`config.mk`:
```
export PLATFORM = sky130hd
export DESIGN_NAME = mwo_sequencer
export DESIGN_NICKNAME = d
export VERILOG_FILES = /design/src/rtl/mwo_pkg.sv /design/src/rtl/mwo_sequencer.sv
export SDC_FILE = /design/constraint.sdc
export NUM_CORES = 1
export LEC_CHECK = 0
export ABC_AREA = 1
export ABC_CLOCK_PERIOD_IN_PS = 1900
export BUFFER_PORTS_ARGS = -buffer_cell sky130_fd_sc_hd__buf_2
export CAP_MARGIN = 20
export CORE_AREA = 2 2 39 41
export DETAILED_ROUTE_END_ITERATION = 10
export DIE_AREA = 0 0 41 43
export PLACE_DENSITY = 0.68
export SLEW_MARGIN = 20
export SYNTH_ARGS = -nofsm -noshare
export SYNTH_HDL_FRONTEND = slang
export SYNTH_SLANG_ARGS = --single-unit
```
`constraint.sdc`:
```
create_clock -name clk -period 1.9 [get_ports clk]
set_clock_uncertainty 0.2 [all_clocks]
set_input_delay 0.285 -clock clk [delete_from_list [all_inputs] [get_ports clk]]
set_output_delay 0.285 -clock clk [all_outputs]
set_load 0.02 [all_outputs]
```
`src/rtl/mwo_pkg.sv`:
```
`default_nettype none

package mwo_pkg;

	localparam int NUM_WAVES_DEF  = 16;
	localparam int TABLE_SIZE_DEF = 256;
	localparam int NUM_BANKS_DEF  = 2;

	localparam int PHASE_W  = 32;
	localparam int SAMPLE_W = 16;
	localparam int AXIS_W   = 12;
	localparam int FRAC_W   = 12;
	localparam int OUT_W    = 12;
	localparam int T_W      = FRAC_W + 1;
	localparam int DIFF_W   = SAMPLE_W + 1;
	localparam int PROD_W   = DIFF_W + T_W + 1;

	localparam logic [AXIS_W-1:0] AXIS_MAX = 12'hFFF;
	localparam logic [T_W-1:0]    FRAC_ONE = 13'h1000;

	localparam logic MODE_WRITE  = 1'b0;
	localparam logic MODE_RENDER = 1'b1;

	localparam int STEP_W = 4;
	typedef logic [STEP_W-1:0] step_t;
	localparam step_t STEP_IDLE  = 4'd0;
	localparam step_t STEP_FIRST = 4'd1;
	localparam step_t STEP_LAST  = 4'd12;

	typedef enum logic [1:0] {CAP_NONE, CAP_A, CAP_B} cap_t;
	typedef enum logic [1:0] {LERP_NONE, LERP_SA, LERP_SB, LERP_MORPH} lerp_t;
	typedef enum logic [1:0] {OUT_NONE, OUT_HOLD1, OUT_PUSH} outop_t;
	typedef enum logic [1:0] {JMP_NEXT, JMP_WAIT_IN, JMP_WAIT_OUT} jump_t;

	typedef struct packed {
		logic   rd_en;
		logic   rd_voice;
		logic   rd_wave;
		logic   rd_nxt;
		cap_t   cap;
		lerp_t  lerp;
		logic   mvoice;
		outop_t outop;
		jump_t  jump;
	} ctrl_t;

	typedef struct packed {
		ctrl_t uc;
		logic  wr_en;
		logic  start;
		logic  push;
	} seq_cmd_t;

	typedef struct packed {
		logic out_free;
	} dp_stat_t;

	// Program ROM. A read issued in one step lands in the read register at the end of
	// that step and is captured into an operand register in the next step.
	function automatic ctrl_t ucode(input step_t step);
		ctrl_t w;
		w = '0;
		w.jump = JMP_NEXT;
		case (step)
			STEP_IDLE: begin
				w.jump = JMP_WAIT_IN;
			end
			4'd1: begin
				w.rd_en = 1'b1;
			end
			4'd2: begin
				w.rd_en = 1'b1; w.rd_nxt = 1'b1; w.cap = CAP_A;
			end
			4'd3: begin
				w.rd_en = 1'b1; w.rd_wave = 1'b1; w.cap = CAP_B;
			end
			4'd4: begin
				w.rd_en = 1'b1; w.rd_wave = 1'b1; w.rd_nxt = 1'b1;
				w.cap = CAP_A; w.lerp = LERP_SA;
			end
			4'd5: begin
				w.rd_en = 1'b1; w.rd_voice = 1'b1; w.cap = CAP_B;
			end
			4'd6: begin
				w.rd_en = 1'b1; w.rd_voice = 1'b1; w.rd_nxt = 1'b1;
				w.cap = CAP_A; w.lerp = LERP_SB;
			end
			4'd7: begin
				w.rd_en = 1'b1; w.rd_voice = 1'b1; w.rd_wave = 1'b1;
				w.cap = CAP_B; w.lerp = LERP_MORPH;
			end
			4'd8: begin
				w.rd_en = 1'b1; w.rd_voice = 1'b1; w.rd_wave = 1'b1; w.rd_nxt = 1'b1;
				w.cap = CAP_A; w.lerp = LERP_SA; w.outop = OUT_HOLD1;
			end
			4'd9: begin
				w.cap = CAP_B;
			end
			4'd10: begin
				w.lerp = LERP_SB;
			end
			4'd11: begin
				w.lerp = LERP_MORPH; w.mvoice = 1'b1;
			end
			STEP_LAST: begin
				w.outop = OUT_PUSH; w.jump = JMP_WAIT_OUT;
			end
			default: begin
				w.jump = JMP_WAIT_OUT;
			end
		endcase
		return w;
	endfunction

endpackage

`default_nettype wire

```
`src/rtl/mwo_sequencer.sv`:
```
`default_nettype none

module mwo_sequencer (
	input  logic              clk,
	input  logic              arst_n,
	input  logic              cmd_valid,
	input  logic              cmd_mode,
	input  mwo_pkg::dp_stat_t stat,
	output logic              cmd_ready,
	output mwo_pkg::seq_cmd_t seq
);
	import mwo_pkg::*;

	step_t pc_q;
	step_t pc_d;
	ctrl_t uc;
	logic  accept;

	always_comb uc = ucode(pc_q);

	always_comb begin
		cmd_ready = (uc.jump == JMP_WAIT_IN);
		accept    = cmd_valid && cmd_ready;
		seq.uc    = uc;
		seq.wr_en = accept && (cmd_mode == MODE_WRITE);
		seq.start = accept && (cmd_mode == MODE_RENDER);
		seq.push  = (uc.outop == OUT_PUSH) && stat.out_free;
	end

	always_comb begin
		unique case (uc.jump)
			JMP_NEXT:     pc_d = pc_q + 1'b1;
			JMP_WAIT_IN:  pc_d = seq.start ? STEP_FIRST : pc_q;
			JMP_WAIT_OUT: pc_d = stat.out_free ? STEP_IDLE : pc_q;
			default:      pc_d = STEP_IDLE;
		endcase
	end

	always_ff @(posedge clk or negedge arst_n) begin
		if (!arst_n) begin
			pc_q <= STEP_IDLE;
		end else begin
			pc_q <= pc_d;
		end
	end

	a_start_enters_program: assert property (@(posedge clk) disable iff (!arst_n)
		seq.start |=> pc_q == STEP_FIRST)
		else $error("render transaction did not start the program");

	a_pc_in_program: assert property (@(posedge clk) disable iff (!arst_n)
		pc_q <= STEP_LAST)
		else $error("step counter left the program");

	a_ready_only_idle: assert property (@(posedge clk) disable iff (!arst_n)
		(pc_q != STEP_IDLE) |-> !cmd_ready)
		else $error("input ready while a render is in progress");

endmodule

`default_nettype wire

```
* After elaboration in Yosys (flattened, before gate mapping)
Cells that the tools add are included.
Word-level totals: bits in registers 4, input bits 5, logic and storage cells 48, output and inout port bits 17
Cells by class: reductions and logical operators 16, equal/unequal tests 17, bitwise logic cells 1, add/subtract/negate cells 1, multiplexer cells 12
Operator list (count):
- == test 4 bit (second input constant) | 5
- == test 4 x 3 -> 1 bit (second input constant) | 4
- OR reduction 4 bit | 4
- case mux 2 bit (2 select lines) | 3
- case mux 4 bit (3 select lines) | 1
- OR reduction 11 bit | 1
- == test 4 x 2 -> 1 bit (second input constant) | 2
- 2-to-1 mux 4 bit | 2
- OR reduction 8 bit | 1
- case mux 2 bit (3 select lines) | 1
- OR reduction 2 bit | 3
- 2-to-1 mux 1 bit | 5
- adder 4 x 1 -> 4 bit (second input constant) | 1
- == test 2 bit (second input constant) | 2
- == test 4 x 1 -> 1 bit (second input constant) | 1
- logical AND 1 bit | 4
- zero test 4 bit | 1
- == test 2 x 1 -> 1 bit (second input constant) | 1
- zero test 2 bit | 1
- inequality test 2 x 1 -> 1 bit (second input constant) | 1
- inequality test 2 bit (second input constant) | 1
- AND reduction 2 bit | 1
- NOT 1 bit | 1

* Depth between registers and ports, before layout
word-level depth 8, depth in mapped cells 8, gate-level depth less buffers 8

* Worst setup path before layout
OpenSTA, ideal clock, no wires.
path type reg2out, start reg pc_q[0], end out seq[0] (netlist bit), stages on the path, launching flop included 5, required time 1415 ps, arrival 1273 ps, path buffers 0, path slack 142 ps, cells stage by stage dfrtp_1 inv_1 ha_1 inv_1 nor3_1
RTL lines:
- from (decl) | RTL line mwo_sequencer.sv:14 | step_t pc_q;
- from (signal assigned) | RTL line mwo_sequencer.sv:43 | pc_q <= pc_d;
- to (decl) | RTL line mwo_sequencer.sv:10 | output mwo_pkg::seq_cmd_t seq

==> metrics.csv <==
metric,value,unit
status,"complete, no violations",
RSZ-0062 raised after global routing,true,
CTS tree,yes,
Synth warnings,0,
Top Registers,pc_q (4),
top post-synthesis cells by area,"dfrtp_1 (23%), nand2_1 (18%), ha_1 (14%)",
crit path cell chain,inv_4 > ha_4 > o21ai_1 > nand3_2 > buf_6,
WL met2,714,um
Final WS setup,18.4,ps
Worst Hold Class,input pin to flop,
critical path depth in cells,5,
share of cells above drive strength 1,63.4,%
Yosys reg bits,4,
Die Ht,43,um
slew at the pin closest to its max-slew limit,249,ps
cell count after synthesis,73,
Worst-path clk slew,40,ps
Slew HR,83.4,%
fin crit share,99.0,%
Core Footprint,0.00138,sq mm
Total Routing Usage GR,13.7,%
critical path class,flop to output port,
post-detail-place hpwl,845,um
CP Capture Type,output port,
Bufs and invs on worst path,2,
Max Cap Viol,0,
H-tree Lvls,1,
CTS root buffer,clkbuf_4,
Clock Path Buffers,2,
number of synthesized flops with an enable pin,0,
initial antenna violation count,0,
clock latency on the worst-skew pair,230,ps
top-count cell post-synth,nand2_1,
"Hold Vio Cnt, Final",0,
CP max stage delay,440,ps
worst slack at placement,131,ps
Arrival @ worst endpoint,1400,ps
"Core Util, Final",59.2,%
DR vias,556,
final setup fails,0,
hold path cells,4,
drt initial violations,11,
Ports,22,
Port Buffers,21,
met3 wire len,35,um
Synth area leader,dfrtp_1,
full die area,0.00176,sq mm
minimum clock period,1880,ps
Synth cell types,16,
placed instance count,109,
Worst path slowest cell,dfrtp_2,
Main synth FF type,dfrtp_1,
M1 wire length,532,um
routed len/inst,11.1,um
syn_nets,83,
"antenna viol nets, final",0,
number of global-route vias before repair,443,
Largest Register,pc_q,
DRC,0,
"critical path fanouts, max",4,
R2R depth,8,
placer congestion estimate,0.818,
critical path required time,1410,ps
CTS sink cnt,4,
Syn Std Cell Area,443,sq um
area grow syn2layout,85.0,%
max layer used,met4,
post-layout net count,113,
register area share after synthesis,22.6,%
area fraction of the dominant cell type after synthesis,22.6,%
Max Freq,0.531,GHz
# rows,14,
Setup crit start kind,flop,
design area,820,sq um
Vias per Instance,4.75,
drt first pass iters,4,
"Async S/R FF share, synth",100,%
Avg Inst Size Synth,6.07,sq um
Commonest cells post-synth,"nand2_1 (21), inv_1 (15), ha_1 (5), nor2_1 (5), o21ai_0 (5)",
total grt overflow,0,
Antenna Cells,0,
placed cell area,561,sq um
fin cells,117,
global-route wire length before repair,1.66,mm
crit-path leading delay family,flip-flops,
Starting Density,32.0,%
TritonCTS Buffers,3,
WL final,1.30,mm
largest net degree at the start of global routing,7,
Largest register FFs,4,
Final Slew Violations,0,
die width,41,um
## metal layers
metal	vias to the layer above	global-route usage (%)
met5	-	0
met2	11	21.3
li1	283	-
met3	2	4.71
met1	260	16.3
met4	0	6.00
## kinds of logic after synthesis
group                    Yosys count  share of synthesized area [%]
flip-flops                         4                           22.6
AND/OR/NAND/NOR                   36                           34.5
AO/OA/AOI/OAI                     10                           12.7
adder cells (fa/ha/maj)            5                           14.1
buffers and inverters             18                           16.1
## tightest hold or removal path, delay by kind of cell
| kind | cells | cell delay [ps] |
|---|---|---|
| and+or+nand+nor | 2 | 170 |
| buffers and inverters | 2 | 120 |
## stage by stage
step | TNS (ps) | hold slack [ps]
floorplan | 0 | -211
global placement | 0 | -108
detailed placement | 0 | -108
CTS | -3.92 | 169
global route | -179 | 185
finish | 0 | 181
## layout by cell type, fill, tap and decap left out, drive strengths merged
master,Yosys,routed
buf,1,25
o22ai,1,1
dlygate4sd3,0,1
nor3,3,3
ha,5,5
nand3,3,3
a21oi,2,2
nor2,7,7
o21ai,6,6
inv,17,17
nand4,2,2
clkbuf,0,3
nand2,21,21
a31oi,1,1
dfrtp,4,4
## cell type report
cell class                      count  area, sq um
Clock buffer                        3         22.5
Fill cell                         119          564
Inverter                           17         71.3
Multi-Input combinational cell     51          415
Sequential cell                     4          105
Tap cell                           16         20.0
Timing Repair Buffer               26          185
## worst paths after layout
kind | startpoint | slack, ps | endpoint
worst max-delay path | pc_q[0] | 20 | seq[15]
worst min-delay path | stat | 180 | pc_q[3]
worst max register to register | pc_q[1] | 390 | pc_q[1]
worst min register to register | pc_q[1] | 430 | pc_q[1]
max in group asynchronous | arst_n | 1190 | pc_q[1]
min in group asynchronous | arst_n | 190 | pc_q[2]
## repair_timing
action,in CTS,in global routing
setup buffers,2,2
endpoints found under the hold margin,4,0
pin swaps,1,8
endpoints found under the setup margin,9,12
hold buffers,1,0
gates resized for setup,16,46
Power is left out: the tool's default activity adds up to more than one toggle a clock period on the data nets, which glitch-free logic cannot reach.
